## config.mk

```make
export PLATFORM = sky130hd
export DESIGN_NAME = ordered_list_insert_search_delete
export DESIGN_NICKNAME = d
export VERILOG_FILES = /design/src/rtl/core/olisd_pkg.sv /design/src/rtl/core/olisd_store.sv /design/src/rtl/core/ordered_list_insert_search_delete.sv
export SDC_FILE = /design/constraint.sdc
export NUM_CORES = 1
export LEC_CHECK = 0
export BUFFER_PORTS_ARGS = -buffer_cell sky130_fd_sc_hd__buf_2
export CELL_PAD_IN_SITES_DETAIL_PLACEMENT = 1
export CELL_PAD_IN_SITES_GLOBAL_PLACEMENT = 1
export CORE_MARGIN = 5
export CORE_UTILIZATION = 49
export DETAILED_ROUTE_END_ITERATION = 10
export GPL_ROUTABILITY_DRIVEN = 0
export PLACE_DENSITY_LB_ADDON = 0.1
export SLEW_MARGIN = 40
export SYNTH_ARGS = -nofsm -noshare
export SYNTH_HDL_FRONTEND = slang
export SYNTH_SLANG_ARGS = --single-unit
```

## constraint.sdc

```tcl
create_clock -name clk -period 4.9 [get_ports clk]
set_input_delay 0.735 -clock clk [delete_from_list [all_inputs] [get_ports clk]]
set_output_delay 0.735 -clock clk [all_outputs]
set_load 0.05 [all_outputs]
```

## src/rtl/core/olisd_pkg.sv

```systemverilog
// types and codes shared by the ordered list blocks
package olisd_pkg;

  // command codes carried by an input item
  typedef enum logic [1:0] {
    CMD_INS_FRONT = 2'd0,
    CMD_INS_BACK  = 2'd1,
    CMD_SEARCH    = 2'd2,
    CMD_DELETE    = 2'd3
  } cmd_t;

  // sequencer states
  typedef enum logic [1:0] {
    ST_IDLE,
    ST_SCAN,
    ST_SHIFT,
    ST_DONE
  } state_t;

  localparam int unsigned WORD_W  = 32;
  localparam int unsigned COUNT_W = 5;

  typedef struct packed {
    cmd_t              cmd;
    logic [WORD_W-1:0] word;
  } in_item_t;

  typedef struct packed {
    logic               found;
    logic               full_res;
    logic [COUNT_W-1:0] entry_count;
  } out_item_t;

endpackage

```

## src/rtl/core/olisd_store.sv

```systemverilog
// entry store: one write port, one read port with registered read data
module olisd_store #(
  parameter int unsigned DEPTH  = 16,
  parameter int unsigned ADDR_W = 4
) (
  input  logic                         clk,
  input  logic                         we,
  input  logic [ADDR_W-1:0]            waddr,
  input  logic [olisd_pkg::WORD_W-1:0] wdata,
  input  logic [ADDR_W-1:0]            raddr,
  output logic [olisd_pkg::WORD_W-1:0] rdata
);
  import olisd_pkg::*;

  logic [WORD_W-1:0] mem [DEPTH];

  // write port
  always_ff @(posedge clk) begin
    if (we) begin
      mem[waddr] <= wdata;
    end
  end

  // registered read port
  always_ff @(posedge clk) begin
    rdata <= mem[raddr];
  end

endmodule

```

## src/rtl/core/ordered_list_insert_search_delete.sv

```systemverilog
// insert front, insert back and a refused insert on a full list: any store write is made as the item is taken
// search: one stored entry read and compared per cycle, from the front until a match or the end of the list
// delete: scan as search, then one read and one write per entry behind the match
// the entry store has a single read port; one item is in work at a time,
// and the next item is taken in the cycle its predecessor's result appears
// reset clears the entry count and sequencer; the store itself is not cleared
module ordered_list_insert_search_delete #(
  parameter int unsigned CAPACITY = 16
) (
  input  logic                 clk,
  input  logic                 rst,
  input  logic                 cmd_valid,
  output logic                 cmd_stall,
  input  olisd_pkg::in_item_t  cmd_item,
  output logic                 res_valid,
  input  logic                 res_stall,
  output olisd_pkg::out_item_t res_item
);
  import olisd_pkg::*;

  localparam int unsigned PTR_W = (CAPACITY > 1) ? $clog2(CAPACITY) : 1;
  localparam int unsigned LEN_W = $clog2(CAPACITY + 1);

  state_t             state, state_next;
  logic [LEN_W-1:0]   length, length_next;
  logic [PTR_W-1:0]   head, head_next;
  logic [PTR_W-1:0]   rd_ptr, rd_ptr_next;
  logic [PTR_W-1:0]   cmp_ptr, cmp_ptr_next;
  logic [PTR_W-1:0]   wr_ptr, wr_ptr_next;
  logic [LEN_W-1:0]   cnt, cnt_next;
  logic               pend, pend_next;
  logic [WORD_W-1:0]  key, key_next;
  cmd_t               op, op_next;
  logic               found, found_next;
  logic               full, full_next;
  logic               res_valid_next;
  out_item_t          res_item_next;

  logic               mem_we;
  logic [PTR_W-1:0]   mem_waddr;
  logic [WORD_W-1:0]  mem_wdata;
  logic [WORD_W-1:0]  mem_rdata;

  logic [LEN_W:0]     tail_sum;
  logic [PTR_W-1:0]   tail;
  logic [PTR_W-1:0]   head_dec;
  logic               accept;
  logic               match;
  logic [LEN_W+COUNT_W-1:0] count_ext;

  // pointer step forward with wrap at the end of the store
  function automatic logic [PTR_W-1:0] ptr_inc(input logic [PTR_W-1:0] p);
    ptr_inc = (p == PTR_W'(CAPACITY - 1)) ? '0 : p + PTR_W'(1);
  endfunction

  olisd_store #(
    .DEPTH (CAPACITY),
    .ADDR_W(PTR_W)
  ) u_store (
    .clk  (clk),
    .we   (mem_we),
    .waddr(mem_waddr),
    .wdata(mem_wdata),
    .raddr(rd_ptr),
    .rdata(mem_rdata)
  );

  // physical slot behind the last entry, and the slot before the front
  assign tail_sum = (LEN_W + 1)'(head) + (LEN_W + 1)'(length);
  assign tail     = (tail_sum >= (LEN_W + 1)'(CAPACITY)) ?
                    PTR_W'(tail_sum - (LEN_W + 1)'(CAPACITY)) : PTR_W'(tail_sum);
  assign head_dec = (head == '0) ? PTR_W'(CAPACITY - 1) : head - PTR_W'(1);

  assign cmd_stall = (state != ST_IDLE);
  assign accept    = cmd_valid && !cmd_stall;
  assign match     = pend && (mem_rdata == key);
  assign count_ext = {{COUNT_W{1'b0}}, length};

  // sequencer: next state, store access and result
  always_comb begin
    state_next     = state;
    length_next    = length;
    head_next      = head;
    rd_ptr_next    = rd_ptr;
    cmp_ptr_next   = cmp_ptr;
    wr_ptr_next    = wr_ptr;
    cnt_next       = cnt;
    pend_next      = pend;
    key_next       = key;
    op_next        = op;
    found_next     = found;
    full_next      = full;
    res_valid_next = res_valid && res_stall;
    res_item_next  = res_item;
    mem_we         = 1'b0;
    mem_waddr      = tail;
    mem_wdata      = cmd_item.word;

    unique case (state)
      ST_IDLE: begin
        if (accept) begin
          key_next   = cmd_item.word;
          op_next    = cmd_item.cmd;
          found_next = 1'b0;
          full_next  = 1'b0;
          unique case (cmd_item.cmd)
            CMD_INS_FRONT, CMD_INS_BACK: begin
              if (length == LEN_W'(CAPACITY)) begin
                full_next = 1'b1;
              end else begin
                mem_we      = 1'b1;
                length_next = length + LEN_W'(1);
                if (cmd_item.cmd == CMD_INS_FRONT) begin
                  mem_waddr = head_dec;
                  head_next = head_dec;
                end
              end
              state_next = ST_DONE;
            end
            CMD_SEARCH, CMD_DELETE: begin
              rd_ptr_next = head;
              cnt_next    = '0;
              pend_next   = 1'b0;
              state_next  = ST_SCAN;
            end
            default: begin
              state_next = ST_DONE;
            end
          endcase
        end
      end

      // issue one read and compare the previous one each cycle
      ST_SCAN: begin
        if (match) begin
          found_next = 1'b1;
          pend_next  = 1'b0;
          if (op == CMD_DELETE) begin
            wr_ptr_next = cmp_ptr;
            cnt_next    = length - cnt;
            state_next  = ST_SHIFT;
          end else begin
            state_next = ST_DONE;
          end
        end else if (cnt != length) begin
          cmp_ptr_next = rd_ptr;
          rd_ptr_next  = ptr_inc(rd_ptr);
          cnt_next     = cnt + LEN_W'(1);
          pend_next    = 1'b1;
        end else begin
          pend_next = 1'b0;
          if (!pend) begin
            state_next = ST_DONE;
          end
        end
      end

      // move each entry behind the match one slot toward the front
      ST_SHIFT: begin
        if (pend) begin
          mem_we      = 1'b1;
          mem_waddr   = wr_ptr;
          mem_wdata   = mem_rdata;
          wr_ptr_next = ptr_inc(wr_ptr);
        end
        if (cnt != '0) begin
          rd_ptr_next = ptr_inc(rd_ptr);
          cnt_next    = cnt - LEN_W'(1);
          pend_next   = 1'b1;
        end else begin
          pend_next = 1'b0;
          if (!pend) begin
            length_next = length - LEN_W'(1);
            state_next  = ST_DONE;
          end
        end
      end

      // hand the result to the output register once it is free
      ST_DONE: begin
        if (!res_valid || !res_stall) begin
          res_valid_next            = 1'b1;
          res_item_next.found       = found;
          res_item_next.full_res    = full;
          res_item_next.entry_count = count_ext[COUNT_W-1:0];
          state_next                = ST_IDLE;
        end
      end

      default: begin
        state_next = ST_IDLE;
      end
    endcase
  end

  // control registers
  always_ff @(posedge clk) begin
    if (rst) begin
      state     <= ST_IDLE;
      length    <= '0;
      head      <= '0;
      pend      <= 1'b0;
      res_valid <= 1'b0;
    end else begin
      state     <= state_next;
      length    <= length_next;
      head      <= head_next;
      pend      <= pend_next;
      res_valid <= res_valid_next;
    end
  end

  // working and result registers
  always_ff @(posedge clk) begin
    rd_ptr   <= rd_ptr_next;
    cmp_ptr  <= cmp_ptr_next;
    wr_ptr   <= wr_ptr_next;
    cnt      <= cnt_next;
    key      <= key_next;
    op       <= op_next;
    found    <= found_next;
    full     <= full_next;
    res_item <= res_item_next;
  end

  // the list never holds more than its capacity
  a_length_bound: assert property (@(posedge clk) disable iff (rst)
    length <= LEN_W'(CAPACITY))
    else $error("entry count beyond capacity");

  // a result never reports both a match and a refused insert
  a_result_flags: assert property (@(posedge clk) disable iff (rst)
    res_valid |-> !(res_item.found && res_item.full_res))
    else $error("found and full both set");

  // an accepted item stalls the input, so the next one waits
  a_one_at_a_time: assert property (@(posedge clk) disable iff (rst)
    (cmd_valid && !cmd_stall) |=> cmd_stall)
    else $error("second item taken while busy");

  // a delete that matched shortens the list by one
  a_delete_shrinks: assert property (@(posedge clk) disable iff (rst)
    (state == ST_SHIFT && state_next == ST_DONE) |=> length == $past(length) - LEN_W'(1))
    else $error("delete did not shorten the list");

endmodule

```

* Word-level counts from Yosys, hierarchy flattened
Memory sizes are Yosys's and may differ from the RTL's. A register that Yosys moved wholly into a read port is not among the register bits.
Cells that the tools add are included.
** Cells by class
- Bitwise gates (word level) :: 2
- Equal/unequal tests :: 28
- Reduce and logical (&&, ||, !) cells :: 29
- Add/sub/neg operators :: 10
- Order comparisons :: 1
- Mux-type cells :: 63
** Operator list (number)
- $mux W4 :: 17
- $mux W32 :: 2
- $mux W5 :: 11
- $eq A32 B32 Y1 :: 1
- $ne A2 B2 Y1 const B :: 11
- $reduce_and A6 Y1 :: 3
- $mux W1 :: 17
- $pmux W4 S2 :: 2
- $pmux W5 S3 :: 1
- $mux W2 :: 6
- $pmux W4 S3 :: 1
- $add A5 B1 Y5 const B :: 2
- $eq A2 B2 Y1 const B :: 5
- $pmux W5 S2 :: 1
- $sub A5 B1 Y5 const B :: 2
- $ne A3 B3 Y1 const B :: 3
- $reduce_and A3 Y1 :: 3
- $add A4 B1 Y4 const B :: 2
- $eq A4 B4 Y1 const B :: 2
- $pmux W2 S4 :: 1
- $reduce_and A4 Y1 :: 2
- $reduce_bool A2 Y1 :: 4
- $sub A4 B1 Y4 const B :: 2
- $add A4 B5 Y6 :: 1
- 20 further kinds :: 31
** Word-level totals
- Flip-flop bits (word level) :: 73
- Bits in writable memories :: 512
- Memories kept :: 1
- Logic and storage cells :: 150
- Output and inout port bits :: 9
- Input bits :: 38
** Memory list
- u_store.mem :: words 16, bits a word 32, rd ports 1, clocked after memory_dff 1, write ports 1, line olisd_store.sv:15 : logic [WORD_W-1:0] mem [DEPTH];

* Logic depth before layout (Yosys ltp)
- Depth after elaboration :: 8
- Depth in mapped cells :: 12
- Gate-level depth less buffers :: 10

* By module
Synthesis repeated with hierarchy kept, for this count alone.
** Second synthesis, totals
- Cells, all modules :: 1228
- Area total of the unflattened synthesis :: 24318.3 um^2
** By module, submodules not included
- olisd_store :: sequential area each 16015.4 um^2, cells an instance 838, times used 1, area an instance 19836.5 um^2
- ordered_list_insert_search_delete :: sequential area each 2062.0 um^2, cells an instance 390, times used 1, area an instance 4481.8 um^2

* Worst setup path before layout
No wires, ideal clock.
- Path kind :: input to register
- Start point :: input port cmd_item[33] (netlist bit)
- End point :: memory u_store.mem[8][0], enable pin
- Library setup time :: 461 ps
- Arrival :: 4249 ps
- Required time :: 4439 ps
- Path slack :: 190 ps
- Buffers on the path :: 0
- Stages :: 6
- Path through :: nand2b_1 > a2111oi_2 > o21ai_1 > o21ai_2 > a211oi_2 > nor3_1
** On the way
- Cells in the longest elaborated chain, start to end :: 7
- Elaborated cells on any way between the ends :: 13
- Classes of those cells :: 1 x eq/ne; 10 x mux; 2 x reduce/logical
** Ends and longest elaborated chain
- start: declaration :: line ordered_list_insert_search_delete.sv:14 : input olisd_pkg::in_item_t cmd_item,
- $eq A2 B1 Y1 or $logic_not A2 Y1 (tied branches) :: line ordered_list_insert_search_delete.sv:106, ordered_list_insert_search_delete.sv:113
- $reduce_or A2 Y1 :: line ordered_list_insert_search_delete.sv:106 : unique case (cmd_item.cmd)
- $mux W1 :: line ordered_list_insert_search_delete.sv:106
- $mux W1 :: line ordered_list_insert_search_delete.sv:101 : if (accept) begin
- $pmux W1 S2 :: line ordered_list_insert_search_delete.sv:99 : unique case (state)
- $mux W1 :: line olisd_store.sv:19 : if (we) begin
- $mux W1 (implied by the code) :: line olisd_store.sv:20 : mem[waddr] <= wdata;
- end: declaration :: line olisd_store.sv:15
Several ways; a longest one is shown, not always the timed one.

* Worst setup path after layout
- Start point :: register state[0]
- End point :: memory u_store.mem[5][18], enable pin
** On the way
- Cells in the longest elaborated chain, start to end :: 7
- Elaborated cells on any way between the ends :: 11
- Classes of those cells :: 1 x eq/ne; 6 x mux; 4 x reduce/logical
** Ends and longest elaborated chain
- start: declaration :: line ordered_list_insert_search_delete.sv:24 : state_t state, state_next;
- start signal: assignment :: line ordered_list_insert_search_delete.sv:205 : state <= state_next;
- $reduce_bool A2 Y1 :: line ordered_list_insert_search_delete.sv:74 : assign cmd_stall = (state != ST_IDLE);
- $logic_not A1 Y1 :: line ordered_list_insert_search_delete.sv:75 : assign accept = cmd_valid && !cmd_stall;
- $logic_and A1 B1 Y1 :: line ordered_list_insert_search_delete.sv:75
- $mux W1 :: line ordered_list_insert_search_delete.sv:101
- $pmux W1 S2 :: line ordered_list_insert_search_delete.sv:99
- $mux W1 :: line olisd_store.sv:19
- $mux W1 (implied by the code) :: line olisd_store.sv:20
Several ways; a longest one is shown, not always the timed one.

==> impl_metrics.json <==
{
  "detail-route-antenna-nets": 0,
  "synth_warnings": 0,
  "leakagePower_nw": 9.32,
  "grt_usage": 0.214,
  "worstSetupEndpointType": "register",
  "synth-seq-cells": 617,
  "clock_skew_ps": 21.4,
  "rsz0062_at_grt": "false",
  "cpMaxStageDelayCell": "ha_1",
  "r2r-start": "state[0]",
  "setup_viol": 0,
  "max_stage_delay_ps": 620,
  "hp-start": "cmd_item[9]",
  "cts_root_buf": "clkbuf_16",
  "period_minus_slack_ps": 3920,
  "worstMarginPinSlew_ps": 812,
  "vias": 13000,
  "nets": 1547,
  "fmax_mhz": 255,
  "clk_pin_slew_ps": 60,
  "rows": 82,
  "cap_violations": 0,
  "grt_pass1_vias": 14000,
  "yosysSeqAreaShare": 0.731,
  "ios": 47,
  "wl_per_cell_microns": 26.8,
  "start_util": 0.494,
  "antenna_cells": 0,
  "cts_max_level": 3,
  "drive_above_1_share": 0.219,
  "start_kind": "register",
  "cp.arrival_ps": 4150,
  "dieArea_sq_um": 55100,
  "clockBufferDepth": 3,
  "syn_inst": 1400,
  "portBuffers": 46,
  "startpoint": "state[0]",
  "syn_to_final_growth_pct": 13.4,
  "post-route-period-util": 0.799,
  "cts_sinks": 617,
  "detail_route.vias_per_cell": 5.88,
  "grt_antenna_before_repair": 1,
  "insertion_delay_ps": 600,
  "dr.pass1.iters": 5,
  "slew_viol_final": 0,
  "cp.required_ps": 5130,
  "grt-ovfl-total": 0,
  "peakVddDrop_v": 0.000458,
  "synthFlopType": "edfxtp_1",
  "die-height_microns": 235,
  "hold_class": "input pin to register",
  "core_sq_um": 50100,
  "drc": 0,
  "power.total_mw": 16.4,
  "hold_viol": 0,
  "cts_made_buffers": 66,
  "grt_pass1_wl_microns": 89600,
  "post_cts_buffers": 0,
  "synth_edf_count": 572,
  "status": "complete, no violations",
  "ys_types": 67,
  "drt-initial-drc-count": 805,
  "hold_buffers": 0,
  "cp_max_fo": 22,
  "hpwl_microns": 37000,
  "syn_area_sq_um": 24700,
  "ys_async_sr_fraction": 0,
  "fin_tns_setup_ps": 0,
  "slew-limit-headroom": 0.458,
  "grt_max_degree": 56,
  "wl_microns": 59200,
  "die_w_microns": 235,
  "powerDensity_nw_per_um2": 584,
  "cts_tree": "done",
  "synthesis.nets": 1461,
  "path_class": "register to register",
  "path_cells": "inv_1 -> ha_1 -> inv_2 -> a2111oi_2 -> o21ai_2 -> a2111oi_4 -> and3b_2 -> buf_4",
  "ctsResizeCount": 0,
  "avgSynthCellArea_sq_um": 17.7
}
==> where the power goes <==
| group | total [mW] | switching [mW] | internal (mW) |
|---|---|---|---|
| combinational | 4.95 | 3.04 | 1.91 |
| clock | 4.65 | 2.00 | 2.65 |
| sequential | 6.78 | 0.343 | 6.43 |
| total | 16.4 | 5.38 | 11.0 |
==> flip-flops by register name, summed over array words and instances, names as in the netlist <==
name	cells
u_store.rdata	32
cnt	5
res_valid	1
pend	1
found	1
full	1
cmp_ptr	4
key	32
u_store.mem	512
state	2
wr_ptr	4
head	4
op	2
rd_ptr	4
length	5
res_item	7
==> placed cells by master (no fill, tap or decap), types with 8 or more instances in the layout <==
cell type  instances
a21oi_1           54
a221oi_1          34
a22oi_1           33
buf_2             46
buf_4             30
clkbuf_1          27
clkbuf_16         68
clkinv_2           8
dfxtp_1           45
edfxtp_1         572
ha_1              20
inv_1             19
mux2_2            64
mux2i_1          101
mux4_2            64
nand2_1           53
nand4_1           11
nor2_1            26
nor3_2             9
o21ai_0           71
xnor2_1           41
xor2_1             8
==> logic make-up (layout without fill, tap and decap cells) <==
kind of cell,count (synthesis),in the layout,synth area share
buffers and inverters,88,227,0.0145
flip-flops,617,617,0.731
multiplexers,229,229,0.128
XOR/XNOR,50,50,0.0177
AO/OA/AOI/OAI,243,243,0.0651
AND/OR/NAND/NOR,150,150,0.0309
adder cells (fa/ha/maj),23,23,0.0125
==> stage by stage <==
stage	hold slack, ps	utilization	instance area [sq um]	cells	worst slack (ps)
4_1_cts	296	0.560	28000	2210	1030
2_1_floorplan	400	-	24700	1400	190
6_report	331	0.560	28100	2211	983
5_1_grt	305	0.560	28100	2211	710
3_3_place_gp	419	0.518	26000	2087	1200
3_5_place_dp	430	0.520	26000	2089	1080
==> critical path: cells and delay by family, from the launching register on <==
kind	cells	cell delay [ps]
AO/OA/AOI/OAI	3	1300
flip-flops	1	330
AND/OR/NAND/NOR	1	530
adder cells (fa/ha/maj)	1	620
buffers and inverters	3	750
==> layer usage <==
layer / wire length, microns / vias to the layer above / GRT usage / share of wire
met3: 2570 / 81 / 0.0375 / 0.043
met5: 0 / - / 0 / 0
met2: 29400 / 283 / 0.355 / 0.50
met1: 25700 / 6837 / 0.293 / 0.43
li1: - / 5792 / - / -
met4: 1470 / 0 / 0.0683 / 0.025
==> path summary, 6_finish.rpt <==
| path | cells past startpoint | endpoint | slack, ps |
|---|---|---|---|
| max | 8 | u_store.mem[5][18] | 980 |
| min | 1 | key[9] | 330 |
| max reg2reg | 8 | u_store.mem[5][18] | 980 |
| min reg2reg | 0 | res_item[6] | 440 |
==> area by class of cell <==
cell class                 instances  area (sq um)
clock buffer                      96          1820
clock inverter                    25           190
fill                            4528         22000
inverter                          21          78.8
multi-input combinational        695          6410
sequential                       617         18100
tap                              672           841
timing repair buffer              85           637
==> synth_stat cells (all sizes together), types with 3 or more instances <==
| library cell | number | area (sq um) |
|---|---|---|
| a21boi | 3 | 22.5 |
| nor2b | 6 | 37.5 |
| and2 | 4 | 25.0 |
| xnor2 | 42 | 368 |
| inv | 21 | 78.8 |
| mux2i | 101 | 1010 |
| ha | 20 | 250 |
| a21oi | 54 | 270 |
| a2111oi | 3 | 51.3 |
| nor2 | 30 | 113 |
| nand2 | 54 | 203 |
| xor2 | 8 | 70.1 |
| o21ai | 74 | 374 |
| o21a | 5 | 37.5 |
| buf | 27 | 130 |
| a221oi | 34 | 298 |
| edfxtp | 572 | 17200 |
| o211ai | 5 | 42.5 |
| nor3 | 15 | 75.1 |
| nand4 | 11 | 68.8 |
| fa | 3 | 60.1 |
| o31a | 3 | 26.3 |
| a31oi | 5 | 31.3 |
| clkbuf | 40 | 150 |
| a21o | 4 | 30.0 |
| nand2b | 5 | 31.3 |
| a211oi | 6 | 55.1 |
| nor4 | 3 | 55.1 |
| mux4 | 64 | 1440 |
| and3 | 5 | 31.3 |
| mux2 | 64 | 721 |
| a22oi | 33 | 248 |
| nand3b | 3 | 22.5 |
| dfxtp | 45 | 901 |
| nand3 | 5 | 25.0 |
Note: power is estimated with default switching activity, not from simulation.
